$ cat src/sv/ascii_command_decoder_macros.svh
// Assertion macros used by the command decoder top level.
`ifndef ASCII_COMMAND_DECODER_MACROS_SVH
`define ASCII_COMMAND_DECODER_MACROS_SVH

// Same-cycle implication, checked on every rising edge outside reset.
`define ACD_ASSERT_NOW(label, ante, cons) \
	label: assert property (@(posedge clk) disable iff (!arst_n) (ante) |-> (cons)) \
		else $error("command decoder check failed");

// Next-cycle implication, checked on every rising edge outside reset.
`define ACD_ASSERT_NEXT(label, ante, cons) \
	label: assert property (@(posedge clk) disable iff (!arst_n) (ante) |=> (cons)) \
		else $error("command decoder check failed");

`endif

$ cat src/sv/acd_pkg.sv
// Types, character codes and decimal helpers for the ASCII command decoder.
package acd_pkg;

	typedef enum logic [3:0] {
		CMD_NONE      = 4'd0,
		CMD_STOP      = 4'd1,
		CMD_START     = 4'd2,
		CMD_INPUT     = 4'd3,
		CMD_RATE      = 4'd4,
		CMD_TEST1     = 4'd5,
		CMD_TEST2     = 4'd6,
		CMD_GEN_START = 4'd7,
		CMD_GEN_STOP  = 4'd8
	} cmd_t;

	typedef enum logic [1:0] {
		WAVE_SINE   = 2'd0,
		WAVE_RAMP   = 2'd1,
		WAVE_SQUARE = 2'd2
	} wave_t;

	localparam logic [7:0] CH_ZERO  = 8'h30;
	localparam logic [7:0] CH_ONE   = 8'h31;
	localparam logic [7:0] CH_TWO   = 8'h32;
	localparam logic [7:0] CH_DOT   = 8'h2E;
	localparam logic [7:0] CH_COMMA = 8'h2C;
	localparam logic [7:0] CH_M     = 8'h4D;
	localparam logic [7:0] CH_I     = 8'h49;
	localparam logic [7:0] CH_C     = 8'h43;
	localparam logic [7:0] CH_T     = 8'h54;
	localparam logic [7:0] CH_P     = 8'h50;
	localparam logic [7:0] CH_S     = 8'h53;
	localparam logic [7:0] CH_R     = 8'h52;
	localparam logic [7:0] CH_Q     = 8'h51;

	localparam logic [7:0]  CHANNEL_RESET = 8'd2;
	localparam logic [15:0] RATE_RESET    = 16'd2500;
	localparam logic [15:0] DIVIDER_RESET = 16'd1;

	localparam int WORD_W = 64;
	localparam int OUT_W  = 56;

	typedef struct packed {
		cmd_t        found;
		logic [7:0]  channel;
		logic [15:0] rate;
		logic [15:0] divider;
		wave_t       waveform;
	} acd_decode_t;

	// Character minus '0', wrapping in 16 bits.
	function automatic logic [15:0] digit16(input logic [7:0] c);
		return {8'h00, c} - {8'h00, CH_ZERO};
	endfunction

	// Multiply by ten modulo 2^16 as shift and add.
	function automatic logic [15:0] times10(input logic [15:0] x);
		return {x[12:0], 3'b000} + {x[14:0], 1'b0};
	endfunction

endpackage

$ cat src/sv/ascii_command_decoder.sv
// Top level of the ASCII command decoder: input register, decode and held settings.
// One 8-character command word per item goes in; one result item comes out per word,
// held first in the input register and then in the result register, giving the command
// found in that word and all held settings (channel, sample rate, divider, waveform,
// latest command) after the update. A new word is accepted every cycle: the word sits
// in an input register, a single combinational decode feeds the held-setting registers
// and the result register, and the input side keeps taking items while the result
// register has room or is being drained in the same cycle.
`include "ascii_command_decoder_macros.svh"

module ascii_command_decoder import acd_pkg::*; (
	input  logic              clk,
	input  logic              arst_n,
	input  logic              s_tvalid,
	output logic              s_tready,
	// byte_0 [7:0], byte_1 [15:8], ... byte_7 [63:56]
	input  logic [WORD_W-1:0] s_tdata,
	output logic              m_tvalid,
	input  logic              m_tready,
	// new_command [3:0], held_command [7:4], channel_out [15:8], rate_out [31:16],
	// divider_out [47:32], waveform_out [49:48], zero [55:50]
	output logic [OUT_W-1:0]  m_tdata
);

	logic              valid_s1;
	logic [WORD_W-1:0] word_s1;
	logic              space;
	logic              advance;
	acd_decode_t       dec;

	assign advance  = valid_s1 && space;
	assign s_tready = !valid_s1 || space;

	always_ff @(posedge clk or negedge arst_n) begin
		if (!arst_n) begin
			valid_s1 <= 1'b0;
		end else if (s_tready) begin
			valid_s1 <= s_tvalid;
		end
	end

	always_ff @(posedge clk) begin
		if (s_tvalid && s_tready) word_s1 <= s_tdata;
	end

	acd_parse u_parse (
		.word (word_s1),
		.dec  (dec)
	);

	acd_state u_state (
		.clk      (clk),
		.arst_n   (arst_n),
		.load     (advance),
		.dec      (dec),
		.space    (space),
		.m_tvalid (m_tvalid),
		.m_tready (m_tready),
		.m_tdata  (m_tdata)
	);

	// a recognised command is also the held command
	`ACD_ASSERT_NOW(a_held_follows_new, m_tvalid && m_tdata[3:0] != CMD_NONE, m_tdata[7:4] == m_tdata[3:0])
	`ACD_ASSERT_NOW(a_wave_code, m_tvalid, m_tdata[49:48] != 2'd3 && m_tdata[55:50] == 6'd0)
	// hold the word in stage one while the result stage is stalled
	`ACD_ASSERT_NEXT(a_s1_holds, valid_s1 && m_tvalid && !m_tready, valid_s1 && $stable(word_s1))

endmodule

$ cat src/sv/acd_parse.sv
// Combinational decode of one registered 8-character command word.
module acd_parse import acd_pkg::*; (
	input  logic [WORD_W-1:0] word,
	output acd_decode_t       dec
);

	logic [7:0]  b [8];
	logic [15:0] r2, r3, r4;
	logic [15:0] d1, d2, d3;

	always_comb begin
		for (int i = 0; i < 8; i++) begin
			b[i] = word[8*i +: 8];
		end
	end

	// Running decimal values for the rate (from byte 2) and divider (from byte 5)
	assign r2 = times10(digit16(b[2])) + digit16(b[3]);
	assign r3 = times10(r2) + digit16(b[4]);
	assign r4 = times10(r3) + digit16(b[5]);
	assign d1 = digit16(b[5]);
	assign d2 = times10(d1) + digit16(b[6]);
	assign d3 = times10(d2) + digit16(b[7]);

	always_comb begin
		dec.found    = CMD_NONE;
		dec.channel  = b[2] - CH_ZERO;
		dec.rate     = r2;
		dec.divider  = d3;
		dec.waveform = WAVE_SINE;
		case (b[0])
			CH_M: begin
				if (b[1] == CH_ZERO) dec.found = CMD_STOP;
				else if (b[1] == CH_ONE) dec.found = CMD_START;
			end
			CH_I: begin
				if (b[1] == CH_COMMA && b[3] == CH_DOT) dec.found = CMD_INPUT;
			end
			CH_C: begin
				if (b[1] == CH_COMMA) begin
					if (b[4] == CH_DOT) begin
						dec.rate  = r2;
						dec.found = CMD_RATE;
					end else if (b[5] == CH_DOT) begin
						dec.rate  = r3;
						dec.found = CMD_RATE;
					end else if (b[6] == CH_DOT) begin
						dec.rate  = r4;
						dec.found = CMD_RATE;
					end
				end
			end
			CH_T: begin
				if (b[1] == CH_ONE) dec.found = CMD_TEST1;
				else if (b[1] == CH_TWO) dec.found = CMD_TEST2;
			end
			CH_P: begin
				if (b[1] == CH_ONE && b[2] == CH_COMMA && b[4] == CH_COMMA) begin
					dec.found = CMD_GEN_START;
					// stop the digit count at the first dot
					if (b[6] == CH_DOT) dec.divider = d1;
					else if (b[7] == CH_DOT) dec.divider = d2;
					else dec.divider = d3;
					case (b[3])
						CH_R:    dec.waveform = WAVE_RAMP;
						CH_Q:    dec.waveform = WAVE_SQUARE;
						default: dec.waveform = WAVE_SINE;
					endcase
				end else if (b[1] == CH_ZERO) begin
					dec.found = CMD_GEN_STOP;
				end
			end
			default: dec.found = CMD_NONE;
		endcase
	end

endmodule

$ cat src/sv/acd_state.sv
// Held settings, their update and the registered result item.
module acd_state import acd_pkg::*; (
	input  logic             clk,
	input  logic             arst_n,
	input  logic             load,
	input  acd_decode_t      dec,
	output logic             space,
	output logic             m_tvalid,
	input  logic             m_tready,
	output logic [OUT_W-1:0] m_tdata
);

	cmd_t        last_q, last_nxt;
	logic [7:0]  channel_q, channel_nxt;
	logic [15:0] rate_q, rate_nxt;
	logic [15:0] divider_q, divider_nxt;
	wave_t       wave_q, wave_nxt;
	logic        valid_s2;
	logic [OUT_W-1:0] data_s2;

	assign space    = !valid_s2 || m_tready;
	assign m_tvalid = valid_s2;
	assign m_tdata  = data_s2;

	always_comb begin
		last_nxt    = last_q;
		channel_nxt = channel_q;
		rate_nxt    = rate_q;
		divider_nxt = divider_q;
		wave_nxt    = wave_q;
		if (dec.found != CMD_NONE) last_nxt = dec.found;
		case (dec.found)
			CMD_INPUT: channel_nxt = dec.channel;
			CMD_RATE:  rate_nxt = dec.rate;
			CMD_GEN_START: begin
				divider_nxt = dec.divider;
				wave_nxt    = dec.waveform;
			end
			default: ;
		endcase
	end

	always_ff @(posedge clk or negedge arst_n) begin
		if (!arst_n) begin
			last_q    <= CMD_NONE;
			channel_q <= CHANNEL_RESET;
			rate_q    <= RATE_RESET;
			divider_q <= DIVIDER_RESET;
			wave_q    <= WAVE_SINE;
			valid_s2  <= 1'b0;
		end else begin
			if (load) begin
				last_q    <= last_nxt;
				channel_q <= channel_nxt;
				rate_q    <= rate_nxt;
				divider_q <= divider_nxt;
				wave_q    <= wave_nxt;
				valid_s2  <= 1'b1;
			end else if (m_tready) begin
				valid_s2  <= 1'b0;
			end
		end
	end

	always_ff @(posedge clk) begin
		if (load) begin
			data_s2 <= {6'b000000, wave_nxt, divider_nxt, rate_nxt, channel_nxt,
				last_nxt, dec.found};
		end
	end

endmodule

$ cat config.mk
export PLATFORM = sky130hd
export DESIGN_NAME = ascii_command_decoder
export DESIGN_NICKNAME = d
export VERILOG_FILES = /design/src/sv/acd_pkg.sv /design/src/sv/ascii_command_decoder.sv /design/src/sv/acd_parse.sv /design/src/sv/acd_state.sv
export VERILOG_INCLUDE_DIRS = /design/src /design/src/sv
export SDC_FILE = /design/constraint.sdc
export NUM_CORES = 1
export LEC_CHECK = 0
export BUFFER_PORTS_ARGS = -buffer_cell sky130_fd_sc_hd__buf_2
export CORE_MARGIN = 2
export CORE_UTILIZATION = 46
export DETAILED_ROUTE_END_ITERATION = 12
export PLACE_DENSITY = 0.73
export RECOVER_POWER = 50
export SLEW_MARGIN = 20
export SYNTH_ARGS = -nofsm -noshare
export SYNTH_HDL_FRONTEND = slang
export SYNTH_SLANG_ARGS = --single-unit
$ cat constraint.sdc
create_clock -name clk -period 7.9 [get_ports clk]
set_input_delay 2.37 -clock clk [delete_from_list [all_inputs] [get_ports clk]]
set_output_delay 2.37 -clock clk [all_outputs]
set_load 0.02 [all_outputs]
==> results.ini <==
[run_status]
outcome = complete, but fails checks
violations = capacitance limit, slew limit

[placement]
placed_cells = 1556
place_ws_ps = 868.8
place_congestion = 0.9004
hpwl_mm = 20.62
portBuffers = 119

[clocking]
clk_pin_slew_worst_paths_ps = 70
ctsResizeCount = 0
cts_buffer_depth = 2
cts_tree = done
cts-buffers-inserted = 17
cts_setup_buffers = 0
cts.sinks = 162
cts_max_level = 4
clockRootBuffer = clkbuf_16
ctsHoldBuffers = 0
insertion_delay_ps = 440

[timing]
timing.final.crit_share_pct = 89.83
rsz0062_at_grt = no
fin_ws_ps = 803.3
tns_ps = 0
max_freq_ghz = 0.1409
slew_viol_final = 74
fin_skew_ps = 15.34
fin_crit_ps = 7097
finalSetupViolCount = 0
hold_viol = 0
slew_headroom_pct = -103.2
tightestPinTransition_ps = 3047

[die]
row_count = 58
io_pins = 126
die_y_um = 163.2
core_mm2 = 0.02504
die_w_um = 163.2
die-area_mm2 = 0.02665
start_util_pct = 46.59

[min_path]
hold_path_class = reg2reg

[worst_setup_path]
worstPathArrival_ps = 7250
end_kind = register
criticalPathCategory = reg2reg
critPathMostFrequentCell = inv_1
rrSetupSlack_ps = 800
crit_path_top_delay_cell = fa_1
path_buf_inv = 6
cp_top_family = adder cells
critPathMaxStageDelay_ps = 520
cp.required_ps = 8050
crit_path_start_kind = register
path_max_fanout = 6

[synth]
syn_area_per_cell_um2 = 10.33
ys_types = 84
yosysWarnings = 0
synth_seq_cells = 162
syn_inst = 1129
yosysSeqAreaShare_pct = 39.72
netlist_area_mm2 = 0.01166
synthArstFlopShare_pct = 29.63
synth_edf_count = 114
ys.flop_type = edfxtp_1

[grt]
antenna_found_initial = 0
grt_usage_pct = 20.98
grt_pass1_vias = 8642
grt_max_degree = 65
grt_pass1_wl_mm = 43.06
grt_overflow_total = 0

[route]
ant_nets = 0
drt-met1-wl_mm = 11.63
via_count = 8631
drc = 0
dr_wl_met2_mm = 13.13
drt_iter0_markers = 516
dr.pass1.iters = 6
top_layer_used = met4
routed_wl_mm = 27.03
wl_per_cell_um = 17.02
viasPerCell = 5.435
routed-wl-met3_mm = 1.345

[finish]
final_cell_mix = 136 x nand2_1, 132 x inv_1, 114 x edfxtp_1, 86 x ha_1, 78 x buf_2
finalNetCount = 1456
fill_cells = 2240
syn_to_final_growth_pct = 11.81
diodes = 0
final_util_pct = 52.09
final_common_cell = nand2_1
drive_gt1_share_pct = 13.67
layout.cells.non_filler = 1588

[flow_run]
maxCapViolations = 2

==> cells in the mapped netlist, types with 4 or more instances <==
cell	number	area share (%)
buf_2	4	0.17
xor2_1	29	2.2
a21o_1	16	1.0
a21oi_1	47	2.0
o221ai_1	5	0.38
nand2b_1	8	0.43
clkbuf_1	18	0.58
or3_1	10	0.54
inv_1	132	4.2
o211ai_1	12	0.77
o21a_1	14	0.90
ha_1	86	9.2
o22ai_1	10	0.54
nor3_1	10	0.43
or3_4	4	0.39
nand2_1	136	4.4
a211oi_1	9	0.58
nor2_1	62	2.0
a22oi_1	4	0.26
o31ai_1	6	0.39
xnor2_1	36	2.7
buf_4	7	0.45
o21bai_1	5	0.32
dfrtp_1	41	8.8
mux2i_1	5	0.43
or2_2	5	0.27
nand2_2	4	0.21
fa_1	57	9.8
and4b_1	5	0.43
o21ai_0	62	2.7
o21ai_1	19	0.82
dfstp_2	7	1.6
and3_1	12	0.64
nand4_1	4	0.21
nand3_1	20	0.86
mux2_2	21	2.0
a31oi_1	8	0.43
edfxtp_1	114	29
nor2b_1	7	0.38
==> layer usage <==
layer  track usage [%]  vias up
li1                  -     4173
met1             26.80     4188
met2             34.87      214
met3             3.682       56
met4             9.574        0
met5                 0        -
==> cells by family after synthesis <==
| family | count (synthesis) | share of synthesized area, % |
|---|---|---|
| multiplexers | 27 | 2.585 |
| AO/OA/AOI/OAI | 251 | 13.97 |
| flip-flops | 162 | 39.72 |
| XOR/XNOR | 68 | 5.406 |
| adder cells (fa/ha/maj) | 143 | 19.01 |
| AND/OR/NAND/NOR | 312 | 13.55 |
| other | 1 | 0.03215 |
| buffers and inverters | 165 | 5.738 |
==> worst reg2reg max path, delay by kind of cell (launching register included) <==
kind                     cells  cell delay [ps]
adder cells (fa/ha/maj)      7             2760
AO/OA/AOI/OAI                8             1660
AND/OR/NAND/NOR              5              860
XOR/XNOR                     3              700
buffers and inverters        6              440
flip-flops                   1              400
==> metrics by stage <==
step | instance area [um2] | hold slack, ps
3_3_place_gp | 12570 | 445.3
6_report | 13040 | 459.4
3_5_place_dp | 12570 | 449.5
2_1_floorplan | 11680 | 437.5
5_1_grt | 13040 | 472.0
4_1_cts | 13160 | 458.9
==> area by class of cell <==
type / instances / area (um2) / share of cell area (%)
clock buffers: 19 / 432.9 / 3.319
well taps: 330 / 412.9 / 3.166
inverters: 132 / 495.5 / 3.799
flip-flops and latches: 162 / 4633 / 35.52
multi-input cells: 807 / 6326 / 48.50
clock inverters: 13 / 160.2 / 1.228
repair buffers: 125 / 581.8 / 4.461
==> sequential cells by signal, indices dropped and copies added (netlist names) <==
name and flops:
u_state.channel_q 8, u_state.divider_q 16, u_state.last_q 4, u_state.m_tdata 50
u_state.m_tvalid 1, u_state.rate_q 16, u_state.wave_q 2, valid_s1 1
word_s1 64
==> worst paths after layout <==
path                                      startpoint              endpoint  cells after the start
worst min register to register  u_state.channel_q[1]  u_state.channel_q[1]                      2
worst max-delay path                     word_s1[28]   u_state.m_tdata[31]                     29
worst max register to register           word_s1[28]   u_state.m_tdata[31]                     29
min in group asynchronous                     arst_n    u_state.rate_q[10]                      2
max in group asynchronous                     arst_n  u_state.divider_q[1]                      2
worst min-delay path            u_state.channel_q[1]  u_state.channel_q[1]                      2
Power is left out: the tool's default activity adds up to more than one toggle a clock period on the data nets, which glitch-free logic cannot reach.
